**config.mk**
```make
export PLATFORM = sky130hd
export DESIGN_NAME = wcpu_ctrl
export DESIGN_NICKNAME = d
export VERILOG_FILES = /design/src/rtl/wcpu_pkg.sv /design/src/rtl/wcpu_ctrl.sv
export SDC_FILE = /design/constraint.sdc
export NUM_CORES = 1
export LEC_CHECK = 0
export ABC_CLOCK_PERIOD_IN_PS = 1500
export BUFFER_PORTS_ARGS = -buffer_cell sky130_fd_sc_hd__buf_2
export CORE_MARGIN = 2
export CORE_UTILIZATION = 36
export DETAILED_ROUTE_END_ITERATION = 10
export PLACE_DENSITY = 0.83
export SYNTH_ARGS = -nofsm -noshare
export SYNTH_HDL_FRONTEND = slang
export SYNTH_SLANG_ARGS = --single-unit
```
**constraint.sdc**
```tcl
create_clock -name clk -period 1.5 [get_ports clk]
set_clock_uncertainty 0.05 [all_clocks]
set_input_delay 0.075 -clock clk [delete_from_list [all_inputs] [get_ports clk]]
set_output_delay 0.075 -clock clk [all_outputs]
set_load 0.02 [all_outputs]
```
**src/rtl/wcpu_pkg.sv**
```systemverilog
// shared types, constants and a flags helper for the word cpu
`timescale 1ns / 1ps

package wcpu_pkg;

  localparam int unsigned MemWordsDefault = 65536;
  localparam logic [15:0] ResetPcDefault = 16'h1000;

  // item actions
  localparam logic [1:0] ActExec   = 2'd0;
  localparam logic [1:0] ActMemWr  = 2'd1;
  localparam logic [1:0] ActMemRd  = 2'd2;
  localparam logic [1:0] ActRegRd  = 2'd3;

  typedef struct packed {
    logic [1:0]  action;
    logic [15:0] address;
    logic [15:0] write_data;
    logic [2:0]  reg_index;
  } in_item_t;

  typedef struct packed {
    logic [15:0] read_data;
    logic [15:0] program_counter;
    logic        sign_flag;
    logic        zero_flag;
    logic        overflow_flag;
    logic        carry_flag;
    logic        interrupts_on;
    logic        stopped;
    logic        prefix_pending;
  } out_item_t;

  typedef struct packed {
    logic s;
    logic z;
    logic o;
    logic c;
  } flags_t;

  // memory address source chosen by the controller
  typedef enum logic [2:0] {
    ASEL_PC,
    ASEL_ITEM,
    ASEL_REG,
    ASEL_REG_DEC,
    ASEL_WORD
  } addr_sel_t;

  // controller to datapath
  typedef struct packed {
    logic        mem_rd;
    logic        mem_wr;
    addr_sel_t   asel;
    logic [2:0]  areg;
    logic        pc_inc;
    logic        latch_op;
    logic        latch_w1;
    logic        latch_lo;
    logic        reg_inc;
    logic        reg_dec;
    logic        exec_simple;
    logic        exec_jump;
    logic        exec_branch;
    logic        exec_mem;
    logic        mem_dbl;
    logic        clr_sdbd;
    logic        item_wr;
    logic        take_result;
    logic        res_mem;
    logic        res_reg;
    logic        clr_wr;
  } dp_cmd_t;

  // datapath to controller
  typedef struct packed {
    logic [9:0] op;
    logic       halted;
    logic       sdbd;
    logic       clr_last;
  } dp_stat_t;

  function automatic logic [15:0] flags_word(input flags_t f);
    logic [7:0] b;
    b = {f.s, f.z, f.o, f.c, 4'b0000};
    return {b, b};
  endfunction

endpackage

```
**src/rtl/wcpu_ctrl.sv**
```systemverilog
// sequencing state machine of the word cpu
`timescale 1ns / 1ps

module wcpu_ctrl (
  input  logic               clk,
  input  logic               rst,
  input  logic               in_valid,
  output logic               in_ready,
  input  wcpu_pkg::in_item_t item,
  output logic               out_valid,
  input  logic               out_ready,
  input  wcpu_pkg::dp_stat_t stat,
  output wcpu_pkg::dp_cmd_t  cmd
);

  typedef enum logic [3:0] {
    S_CLEAR,
    S_IDLE,
    S_MEMRD,
    S_FETCH,
    S_DECODE,
    S_JMP2,
    S_BRANCH,
    S_DIRADDR,
    S_DIRDATA,
    S_IND1,
    S_IND2,
    S_DONE
  } state_t;

  state_t     state;
  logic       busy;
  logic [9:0] op;
  logic [2:0] md;
  logic       dbl;
  logic       out_free;

  assign op       = stat.op;
  assign md       = op[5:3];
  assign busy     = (state != S_IDLE);
  assign out_free = !out_valid || out_ready;
  assign in_ready = !busy && out_free;

  // commands for each state
  always_comb begin
    cmd      = '0;
    cmd.asel = wcpu_pkg::ASEL_PC;
    cmd.areg = md;
    unique case (state)
      S_CLEAR: cmd.clr_wr = 1'b1;
      S_IDLE: begin
        if (in_valid && in_ready) begin
          unique case (item.action)
            wcpu_pkg::ActExec: begin
              if (stat.halted) begin
                cmd.take_result = 1'b1;
              end else begin
                cmd.mem_rd = 1'b1;
                cmd.pc_inc = 1'b1;
              end
            end
            wcpu_pkg::ActMemWr: begin
              cmd.asel        = wcpu_pkg::ASEL_ITEM;
              cmd.mem_wr      = 1'b1;
              cmd.take_result = 1'b1;
            end
            wcpu_pkg::ActMemRd: begin
              cmd.asel   = wcpu_pkg::ASEL_ITEM;
              cmd.mem_rd = 1'b1;
            end
            default: begin
              cmd.res_reg     = 1'b1;
              cmd.take_result = 1'b1;
            end
          endcase
        end
      end
      S_MEMRD: begin
        cmd.res_mem     = 1'b1;
        cmd.take_result = 1'b1;
      end
      S_FETCH: cmd.latch_op = 1'b1;
      S_DECODE: begin
        cmd.clr_sdbd = 1'b1;
        if (op == 10'h004) begin
          cmd.mem_rd = 1'b1;
          cmd.pc_inc = 1'b1;
        end else if (op < 10'h200) begin
          cmd.exec_simple = 1'b1;
          cmd.take_result = 1'b1;
        end else if (op < 10'h240) begin
          cmd.mem_rd = 1'b1;
          cmd.pc_inc = 1'b1;
        end else if (op[9:6] == 4'd9) begin
          // store
          if (md == 3'd0) begin
            cmd.mem_rd = 1'b1;
            cmd.pc_inc = 1'b1;
          end else begin
            cmd.asel        = wcpu_pkg::ASEL_REG;
            cmd.mem_wr      = 1'b1;
            cmd.reg_inc     = md[2];
            cmd.take_result = 1'b1;
          end
        end else if (md == 3'd0) begin
          cmd.mem_rd = 1'b1;
          cmd.pc_inc = 1'b1;
        end else if (md == 3'd6) begin
          cmd.asel    = wcpu_pkg::ASEL_REG_DEC;
          cmd.mem_rd  = 1'b1;
          cmd.reg_dec = 1'b1;
        end else begin
          cmd.asel    = wcpu_pkg::ASEL_REG;
          cmd.mem_rd  = 1'b1;
          cmd.reg_inc = md[2];
        end
      end
      S_JMP2: begin
        cmd.latch_w1 = 1'b1;
        cmd.mem_rd   = 1'b1;
        cmd.pc_inc   = 1'b1;
      end
      S_BRANCH: begin
        if (op == 10'h004) cmd.exec_jump = 1'b1;
        else cmd.exec_branch = 1'b1;
        cmd.take_result = 1'b1;
      end
      S_DIRADDR: begin
        cmd.asel   = wcpu_pkg::ASEL_WORD;
        cmd.mem_rd = (op[9:6] != 4'd9);
        cmd.mem_wr = (op[9:6] == 4'd9);
        cmd.take_result = (op[9:6] == 4'd9);
      end
      S_DIRDATA: begin
        cmd.exec_mem    = 1'b1;
        cmd.take_result = 1'b1;
      end
      S_IND1: begin
        if (dbl) begin
          cmd.latch_lo = 1'b1;
          cmd.mem_rd   = 1'b1;
          if (md == 3'd6) begin
            cmd.asel    = wcpu_pkg::ASEL_REG_DEC;
            cmd.reg_dec = 1'b1;
          end else begin
            cmd.asel    = wcpu_pkg::ASEL_REG;
            cmd.reg_inc = md[2];
          end
        end else begin
          cmd.exec_mem    = 1'b1;
          cmd.take_result = 1'b1;
        end
      end
      S_IND2: begin
        cmd.mem_dbl     = 1'b1;
        cmd.exec_mem    = 1'b1;
        cmd.take_result = 1'b1;
      end
      default: ;
    endcase
  end

  // state and registered outputs
  always_ff @(posedge clk) begin
    if (rst) begin
      state     <= S_CLEAR;
      out_valid <= 1'b0;
      dbl       <= 1'b0;
    end else begin
      out_valid <= cmd.take_result || (out_valid && !out_ready);
      unique case (state)
        S_CLEAR: begin
          if (stat.clr_last) state <= S_IDLE;
        end
        S_IDLE: begin
          if (in_valid && in_ready) begin
            if (item.action == wcpu_pkg::ActMemRd) state <= S_MEMRD;
            else if (item.action == wcpu_pkg::ActExec && !stat.halted) state <= S_FETCH;
          end
        end
        S_MEMRD: state <= S_IDLE;
        S_FETCH: begin
          state <= S_DECODE;
          dbl   <= stat.sdbd;
        end
        S_DECODE: begin
          if (op == 10'h004) state <= S_JMP2;
          else if (op < 10'h200) state <= S_IDLE;
          else if (op < 10'h240) state <= S_BRANCH;
          else if (md == 3'd0) state <= S_DIRADDR;
          else if (op[9:6] == 4'd9) state <= S_IDLE;
          else state <= S_IND1;
        end
        S_JMP2:    state <= S_BRANCH;
        S_BRANCH:  state <= S_IDLE;
        S_DIRADDR: state <= (op[9:6] == 4'd9) ? S_IDLE : S_DIRDATA;
        S_DIRDATA: state <= S_IDLE;
        S_IND1:    state <= dbl ? S_IND2 : S_IDLE;
        S_IND2:    state <= S_IDLE;
        default:   state <= S_IDLE;
      endcase
    end
  end

`ifndef SYNTH
  // a result is produced only by a busy step or an accepted item
  a_result_src: assert property (@(posedge clk) disable iff (rst)
    cmd.take_result |-> busy || (in_valid && in_ready))
    else $error("result without an item");

  // never read and write memory in the same step
  a_mem_excl: assert property (@(posedge clk) disable iff (rst)
    !(cmd.mem_rd && cmd.mem_wr))
    else $error("memory read and write together");

  // no result overwrites one not yet taken
  a_no_overrun: assert property (@(posedge clk) disable iff (rst)
    cmd.take_result |-> !out_valid || out_ready)
    else $error("result overrun");

  // fetch is always followed by decode
  a_fetch_decode: assert property (@(posedge clk) disable iff (rst)
    state == S_FETCH |=> state == S_DECODE)
    else $error("fetch not followed by decode");
`endif

endmodule

```
==> out/results.txt, run 1 <==
First-pass GRT wire length: 5060 um
Worst Setup Start Kind: flip-flop
Final WS setup: -0.385 ns
Largest net degree at the start of global routing: 10
Total wire length: 3260 um
Highest Clock Rate: 531 MHz
Failing checks: negative setup slack
Detailed Place HPWL: 2050 um
Commonest non-fill, non-tap cell in the layout: buf_4
CTS Buffer Depth: 2
Max_cap viols: 0
Initial core utilization: 0.376
Final nets: 245
Placed cell areas: 1220 um2
Initial antenna violation count: 0
Crit end category: primary output
Total CTS buffers: 3
Hold crit path type: in2reg
# DRC: 0
CP delay by family, top: simple AND/OR/NAND/NOR gates
Sequential-to-total area share from yosys stat: 0.146
DR iter-0 viols: 19
Die Ht: 51.9 um
Synth warn: 0
H-tree Lvls: 1
Drt first pass iters: 4
Clk pin slew, worst setup/hold paths: 0.05 ns
Syn_nets: 170
# IOs: 81
Gr ovfl total: 0
# clock sinks: 6
Final Util: 0.678
# hold bufs at CTS: 0
Period utilization: 1.26
Share of layout cells above drive strength 1: 0.622
Final setup violation count: 14
Worst Hold Depth: 3
Top-area cell type share of the netlist area: 0.146
Crit Path Category: reg2out
Reg2Reg Launch Point: state[0]
Leading area contributor after synthesis: dfxtp_1
FILL cells: 169
Power Density: 372 nW/um2
Hold slack: 0.0152 ns
I/O Buffers: 44
Gpl congestion: 0.856
Final Cell Area: 1490 um2
Final Max Tran Viols: 0
Die area: 2690 um2
Synth Area per Inst: 7.36 um2
#FFs+latches synth: 6
Skew-Pair Late Insertion Delay: 0.25 ns
Slowest stage delay, CP: 0.42 ns
Crit path buffers/inverters: 2
HP Start: stat[0]
DRT antenna net count: 0
Hold Vio Cnt, Final: 0
Primary FF master, synth: dfxtp_1
Crit path cell chain: nor4b_4, buf_4, and3b_4, a2111oi_4, nand2_1, buf_6
Crit path DAT: 1.76 ns
Most frequent cells in the layout: buf_4 (38), buf_2 (30), buf_6 (12)
Core ar.: 2190 um2
Asr flop ratio synth: 0
CTS tree: built
Max Fanout on Critical Path: 5
Req. time, crit path: 1.37 ns
Vias in the first global route: 1095
Die width: 51.9 um
Synth Instances: 112
Critical path's slowest cell: nor4b_4
Netlist cell types: 45
Vias post-DR: 1166
Area growth syn-to-layout: 80.1%
Dominant cells by area after synthesis: dfxtp_1 (15%), nor2_1 (6.8%), buf_4 (6.4%)
R2R cell count: 6
Total Routing Usage GR: 0.257
Via density: 5.47
FF-to-FF End: out_valid
Hold endpoint: state[0]
Ant. Diodes: 0
Max IR drop VDD: 0.000203 V
R2r setup slk: -0.16 ns
Root Buffer: clkbuf_4
Routed len/inst: 15.3 um
Minimum clock period: 1.88 ns
Outcome: finished, violations left
RSZ-0062 raised after global routing: yes
# rows: 17
LEAKAGE: 0.777 nW
EDFF count, synth: 0
Post-Syn Area: 825 um2
-- layer usage --
metal / global-route usage / up-vias / wire length, um
met1: 0.250 / 534 / 1190
met4: 0.171 / 0 / 138
li1: - / 540 / -
met5: 0 / - / 0
met3: 0.0546 / 20 / 214
met2: 0.477 / 72 / 1720
-- worst min-delay path: cells and delay by family --
family	cells	cell delay [ns]
AOI/OAI and AO/OA	1	0.05
buffers and inverters	2	0.15
-- registers in the layout, summed over array words and instances (netlist names) --
| name | flops |
|---|---|
| out_valid | 1 |
| state | 4 |
| dbl | 1 |
-- worst max-delay path by stage --
stage / slack, ns / cells past startpoint / startpoint / endpoint
after floorplan: -0.18 / 5 / state[0] / cmd[20]
after global routing: -0.43 / 6 / state[0] / cmd[3]
after global placement: -0.07 / 5 / state[3] / state[0]
final: -0.38 / 6 / state[0] / cmd[3]
after CTS: -0.24 / 6 / state[1] / cmd[3]
after detailed placement: -0.14 / 5 / state[3] / state[0]
-- per-stage QoR --
stage               setup TNS [ns]  setup slack [ns]  instances  power [mW]
finish                       -2.86            -0.385        213       0.553
global placement            -0.279           -0.0746        200       0.353
CTS                          -1.86            -0.242        210       0.539
floorplan                   -0.301            -0.178        112       0.282
global route                 -3.83            -0.434        213       0.576
detailed placement          -0.759            -0.140        200       0.359
-- what timing repair did --
item	CTS	global route
setup endpoints to repair	22	21
pin swaps	8	14
gates resized for setup	39	15
setup buffers	7	4
-- area by class of cell --
type	count	area, um2	share of cell area
Inverter	8	30.0	0.0202
Tap cell	28	35.0	0.0236
Sequential cell	6	131	0.0885
Timing Repair Buffer	80	571	0.384
Clock buffer	3	22.5	0.0152
Multi-Input combinational cell	88	696	0.468
-- cell usage after synthesis (4+ instances only) --
cell type / n
dfxtp_1: 6
buf_4: 7
nor3_1: 6
nor2_1: 15
nor2b_1: 4
ha_1: 4
inv_1: 7
a21oi_1: 4
nand2_1: 9
-- power by group --
part / internal (mW) / switching [mW] / total, mW
registers: 0.161 / 0.00650 / 0.167
clock network: 0.0908 / 0.0635 / 0.154
logic: 0.111 / 0.121 / 0.232
total: 0.362 / 0.191 / 0.553
-- logic make-up after synthesis --
family	count (synthesis)	synth area share
other cells	1	0.00455
flops	6	0.146
compound gates	24	0.244
simple gates	57	0.402
fa+ha+maj	4	0.0607
mux	2	0.0243
buf+inv	18	0.118
No activity file was read; power rests on OpenSTA's default activity.
==> inputs of run 2 (changes only) <==
--- a/config.mk
+++ b/config.mk
@@ -8,9 +8,9 @@
 export ABC_CLOCK_PERIOD_IN_PS = 1500
 export BUFFER_PORTS_ARGS = -buffer_cell sky130_fd_sc_hd__buf_2
 export CORE_MARGIN = 2
-export CORE_UTILIZATION = 36
+export CORE_UTILIZATION = 30
 export DETAILED_ROUTE_END_ITERATION = 10
-export PLACE_DENSITY = 0.83
+export PLACE_DENSITY = 0.72
 export SYNTH_ARGS = -nofsm -noshare
 export SYNTH_HDL_FRONTEND = slang
 export SYNTH_SLANG_ARGS = --single-unit
==> run 2 against run 1 <==
Net effect:
- the run still ends with negative setup slack left
- register-to-register slack improved by 0.16 ns
- combinational power rose by 8%
- critical path depth did not move
- power rose by 3.9%
- die area rose by 18%
- sequential power barely moved
- worst setup slack improved by 0.16 ns
- cell area rose by 7.1%
- worst hold slack got worse by 0.0021 ns
==> out/results.txt, run 2 (synthesis results as in run 1) <==
LEAKAGE: 0.803 nW (was 0.777 nW)
Failing checks: negative setup slack (unchanged)
Clock power frac: 0.276 (was 0.279)
Final setup violation count: 11 (was 14)
Area growth syn-to-layout: 92.9% (was 80.1%)
Biggest register: state (unchanged)
I/O Buffers: 44 (unchanged)
Outcome: finished, violations left (unchanged)
Worst Setup Start Kind: flip-flop (unchanged)
Max Fanout on Critical Path: 4 (was 5)
Most frequent cells in the layout: buf_4 (36), buf_2 (29), buf_6 (20) (was buf_4 (38), buf_2 (30), buf_6 (12))
Placed cell areas: 1240 um2 (was 1220 um2)
CTS tree: built (unchanged)
Reg2Reg Launch Point: state[0] (unchanged)
Sequential share of power: 0.289 (was 0.302)
Skew-Pair Late Insertion Delay: 0.25 ns (about the same)
Int Power: 0.375 mW (was 0.362 mW)
Final Max Tran Viols: 0 (unchanged)
DR iter-0 viols: 11 (was 19)
# DRC: 0 (unchanged)
Initial antenna violation count: 0 (unchanged)
Max IR drop VDD: 0.000232 V (was 0.000203 V)
Ant. Diodes: 0 (unchanged)
Gr ovfl total: 0 (unchanged)
Final WS setup: -0.220 ns (was -0.385 ns)
Vias in the first global route: 1103 (was 1095)
# rows: 19 (was 17)
Commonest non-fill, non-tap cell in the layout: buf_4 (unchanged)
Drt first pass iters: 4 (unchanged)
Final Power: 0.575 mW (was 0.553 mW)
Max FFs per register: 4 (unchanged)
R2r setup slk: 0 ns (was -0.16 ns)
Highest Clock Rate: 581 MHz (was 531 MHz)
Total CTS buffers: 3 (unchanged)
H-tree Lvls: 1 (unchanged)
Place WS: -0.128 ns (was -0.140 ns)
Via density: 5.08 (was 5.47)
Period utilization: 1.15 (was 1.26)
Detailed Place HPWL: 2060 um (was 2050 um)
Final Util: 0.592 (was 0.678)
Crit Path Category: reg2out (unchanged)
Initial core utilization: 0.307 (was 0.376)
# clock sinks: 6 (unchanged)
R2R cell count: 6 (unchanged)
Crit path DAT: 1.60 ns (was 1.76 ns)
First-pass GRT wire length: 4810 um (was 5060 um)
Sw Share: 0.348 (was 0.345)
Final nets: 250 (was 245)
Die Ht: 56.4 um (was 51.9 um)
Die width: 56.4 um (was 51.9 um)
Logic gate share of total power: 0.435 (was 0.419)
Vias post-DR: 1122 (was 1166)
Root Buffer: clkbuf_4 (unchanged)
Hold slack: 0.0131 ns (was 0.0152 ns)
Core ar.: 2690 um2 (was 2190 um2)
Die area: 3180 um2 (was 2690 um2)
CTS Buffer Depth: 2 (unchanged)
Clk pin slew, worst setup/hold paths: 0.05 ns (about the same)
Largest registers: state x4, dbl x1, out_valid x1 (unchanged)
Minimum clock period: 1.72 ns (was 1.88 ns)
Total Routing Usage GR: 0.191 (was 0.257)
Worst Hold Depth: 3 (unchanged)
Hold Vio Cnt, Final: 0 (unchanged)
# hold bufs at CTS: 0 (unchanged)
Req. time, crit path: 1.37 ns (about the same)
Hold endpoint: dbl (was state[0])
Routed len/inst: 14.3 um (was 15.3 um)
DRT antenna net count: 0 (unchanged)
Switching pwr: 0.200 mW (was 0.191 mW)
RSZ-0062 raised after global routing: yes (unchanged)
Final Cell Area: 1590 um2 (was 1490 um2)
Gpl congestion: 0.918 (was 0.856)
Total wire length: 3170 um (was 3260 um)
# IOs: 81 (unchanged)
Max_cap viols: 0 (unchanged)
Share of layout cells above drive strength 1: 0.637 (was 0.622)
Hold crit path type: in2reg (unchanged)
Power Density: 361 nW/um2 (was 372 nW/um2)
HP Start: stat[1] (was stat[0])
FF-to-FF End: state[0] (was out_valid)
Crit end category: primary output (unchanged)
Largest net degree at the start of global routing: 9 (was 10)
run 2: cell types whose count changed in the layout (fill, tap and decap cells not counted), sizes merged:
cell,change
buf,+5
run 2: worst max-delay path by stage:
stage                   from  endpoint  slack, ns
floorplan           state[0]   cmd[20]      -0.18
global placement    state[3]  state[0]      -0.12
detailed placement  state[3]  state[0]      -0.13
CTS                 state[1]   cmd[24]      -0.24
global route        state[0]   cmd[24]      -0.31
finish              state[0]   cmd[20]      -0.22
run 2: timing repair:
action | in CTS | in global routing
setup buffers | 7 | 9
resized for setup | 28 | 38
endpoints found under the setup margin | 21 | 23
pin swaps | 8 | 16
run 2: layout make-up:
class                      count  area, um2
fill                         226       1100
multi-input combinational     88        723
timing repair buffer          85        641
tap                           31       38.8
clock buffer                   3       22.5
inverter                       8       32.5
sequential                     6        133
run 2: metal layers:
layer,GRT usage,up-vias,wire length (um)
li1,-,553,-
met1,0.228,518,1360
met2,0.317,43,1570
met3,0.0230,8,147
met4,0.129,0,93
met5,0,-,0
run 2: through the flow:
step | std cells | setup TNS (ns)
floorplan | 112 | -0.301
global route | 221 | -2.62
detailed placement | 206 | -0.467
global placement | 206 | -0.334
CTS | 216 | -1.79
finish | 221 | -1.59
run 2: power by group through the flow:
stage | Sequential [mW] | Combinational [mW] | Clock (mW)
global placement | 0.173 | 0.185 | 0
CTS | 0.166 | 0.204 | 0.158
floorplan | 0.173 | 0.109 | 0
global route | 0.167 | 0.269 | 0.172
finish | 0.166 | 0.250 | 0.159
detailed placement | 0.173 | 0.187 | 0
run 2: critical path: stages, from the launching register on:
cell      delay, ns
dfxtp_4        0.36
nor4b_4        0.36
nand2_2        0.11
nor2_1         0.10
o2111a_2       0.20
a21o_1         0.10
buf_6          0.11
==> inputs of run 3 (changes only) <==
--- a/config.mk
+++ b/config.mk
@@ -7,7 +7,6 @@
 export LEC_CHECK = 0
 export ABC_CLOCK_PERIOD_IN_PS = 1500
 export BUFFER_PORTS_ARGS = -buffer_cell sky130_fd_sc_hd__buf_2
-export CORE_MARGIN = 2
 export CORE_UTILIZATION = 30
 export DETAILED_ROUTE_END_ITERATION = 10
 export PLACE_DENSITY = 0.72
==> constraint.sdc (replaced) <==
create_clock -name clk -period 1.5 [get_ports clk]
set_clock_uncertainty 0.05 [all_clocks]
set_input_delay 0.075 -clock clk [delete_from_list [all_inputs] [get_ports clk]]
set_output_delay 0.075 -clock clk [all_outputs]
set_load 0.05 [all_outputs]
==> run 3 against run 2 <==
Net effect:
- the flow still finishes with violations (negative setup slack)
- maximum frequency shrank 5.0%
- clock power barely moved
- die area shrank 7.0%
- first-iteration DRC count up 18%
- flip-flop and latch count unchanged
- cell area up 13%
- worst setup slack got worse by 0.090 ns
- register-to-register slack got worse by 0.11 ns
- combinational power is 21% higher
==> out/results.txt, run 3 (synthesis results as in run 1) <==
Die Ht: 54.4 um (was 56.4 um)
Final Cell Area: 1800 um2 (was 1590 um2)
Gr ovfl total: 0 (unchanged)
Biggest register: state (unchanged)
Final Util: 0.707 (was 0.592)
Initial antenna violation count: 0 (unchanged)
Share of layout cells above drive strength 1: 0.698 (was 0.637)
Req. time, crit path: 1.37 ns (about the same)
Root Buffer: clkbuf_4 (unchanged)
Outcome: finished, violations left (unchanged)
Die area: 2960 um2 (was 3180 um2)
Vias post-DR: 1141 (was 1122)
Commonest non-fill, non-tap cell in the layout: buf_4 (unchanged)
CTS tree: built (unchanged)
Core ar.: 2540 um2 (was 2690 um2)
Place WS: -0.184 ns (was -0.128 ns)
Total Routing Usage GR: 0.215 (was 0.191)
# clock sinks: 6 (unchanged)
Max FFs per register: 4 (unchanged)
# rows: 18 (was 19)
Max IR drop VDD: 0.000392 V (was 0.000232 V)
Max_cap viols: 0 (unchanged)
Crit end category: primary output (unchanged)
Initial core utilization: 0.324 (was 0.307)
Gpl congestion: 0.939 (was 0.918)
Period utilization: 1.21 (was 1.15)
Power Density: 349 nW/um2 (was 361 nW/um2)
DR iter-0 viols: 13 (was 11)
Hold crit path type: in2reg (unchanged)
Placed insts: 216 (was 206)
Area growth syn-to-layout: 118% (was 92.9%)
Most frequent cells in the layout: buf_4 (46), buf_2 (23), buf_6 (19) (was buf_4 (36), buf_2 (29), buf_6 (20))
Die width: 54.4 um (was 56.4 um)
# IOs: 81 (unchanged)
RSZ-0062 raised after global routing: yes (unchanged)
Total wire length: 3010 um (was 3170 um)
Detailed Place HPWL: 2180 um (was 2060 um)
Minimum clock period: 1.81 ns (was 1.72 ns)
Placed cell areas: 1390 um2 (was 1240 um2)
Failing checks: negative setup slack (unchanged)
CTS Buffer Depth: 2 (unchanged)
Clk pin slew, worst setup/hold paths: 0.05 ns (about the same)
Post-route insts no fill: 232 (was 221)
Hold Vio Cnt, Final: 0 (unchanged)
Total CTS buffers: 3 (unchanged)
Worst Setup Start Kind: flip-flop (unchanged)
Crit path cell chain: nor4b_4, buf_4, and3b_4, a2111oi_4, nand2_4, buf_8 (was nor4b_4, nand2_2, nor2_1, o2111a_2, a21o_1, buf_6)
Max Fanout on Critical Path: 5 (was 4)
I/O Buffers: 44 (unchanged)
Final setup violation count: 18 (was 11)
# DRC: 0 (unchanged)
Largest net degree at the start of global routing: 9 (unchanged)
Drt first pass iters: 4 (unchanged)
Vias in the first global route: 1076 (was 1103)
R2r setup slk: -0.11 ns (was 0 ns)
Critical path's slowest cell: dfxtp_4 (unchanged)
Largest registers: state x4, dbl x1, out_valid x1 (unchanged)
Via density: 4.92 (was 5.08)
Final nets: 262 (was 250)
Ant. Diodes: 0 (unchanged)
Final WS setup: -0.310 ns (was -0.220 ns)
Slowest stage delay, CP: 0.36 ns (about the same)
Skew-Pair Late Insertion Delay: 0.25 ns (about the same)
Final Max Tran Viols: 0 (unchanged)
DRT antenna net count: 0 (unchanged)
Routed len/inst: 13.0 um (was 14.3 um)
Crit path DAT: 1.69 ns (was 1.60 ns)
LEAKAGE: 0.885 nW (was 0.803 nW)
Highest Clock Rate: 552 MHz (was 581 MHz)
First-pass GRT wire length: 4570 um (was 4810 um)
Crit Path Category: reg2out (unchanged)
H-tree Lvls: 1 (unchanged)
-- run 3: changes by cell type in the layout (fill, tap and decap cells not counted), sizes merged --
cell / previous run / this run
buf: 85 / 95
clkbuf: 3 / 5
-- run 3: cell type report --
| cell class | instances | area [um2] |
|---|---|---|
| Sequential cell | 6 | 135 |
| Fill cell | 204 | 744 |
| Inverter | 8 | 30.0 |
| Tap cell | 30 | 37.5 |
| Multi-Input combinational cell | 88 | 776 |
| Timing Repair Buffer | 97 | 800 |
| Clock buffer | 3 | 22.5 |
-- run 3: per-layer routing --
| metal | vias to the layer above | track usage | wire [um] |
|---|---|---|---|
| met1 | 520 | 0.235 | 1260 |
| met2 | 40 | 0.409 | 1550 |
| met3 | 6 | 0.0222 | 138 |
| met5 | - | 0 | 0 |
| met4 | 0 | 0.0983 | 61 |
| li1 | 575 | - | - |
-- run 3: path summary, 6_finish.rpt --
path | cells past startpoint | from | end
setup / recovery | 6 | state[2] | cmd[3]
setup reg to reg | 7 | state[1] | state[0]
hold / removal | 3 | stat[1] | dbl
hold reg to reg | 2 | dbl | dbl
-- run 3: timing repair --
| item | CTS | global route |
|---|---|---|
| pin swaps | 11 | 12 |
| setup buffers | 6 | 8 |
| hold buffers | 0 | 0 |
| endpoints found under the setup margin | 24 | 25 |
| gates resized for setup | 54 | 32 |
-- run 3: through the flow --
stage | setup TNS [ns] | hold slack [ns] | power, mW
2_1_floorplan | -4.98 | 0.0838 | 0.332
4_1_cts | -2.21 | 0.00989 | 0.618
3_3_place_gp | -0.864 | 0.269 | 0.429
5_1_grt | -4.59 | 0.0280 | 0.663
3_5_place_dp | -1.14 | 0.284 | 0.433
6_report | -3.03 | 0.0171 | 0.628
-- run 3: worst max-delay path: cells and delay by family (launching register included) --
| kind | cells | cell delay (ns) |
|---|---|---|
| and+or+nand+nor | 3 | 0.41 |
| DFF | 1 | 0.36 |
| buffers and inverters | 2 | 0.29 |
| AOI/OAI and AO/OA | 1 | 0.36 |
-- run 3: power breakdown --
part / leakage [nW] / internal, mW / total (mW) / switching (mW)
sequential: 0.0517 / 0.159 / 0.167 / 0.00867
combinational: 0.819 / 0.137 / 0.302 / 0.164
clock: 0.0138 / 0.0911 / 0.159 / 0.0677
total: 0.885 / 0.387 / 0.628 / 0.241
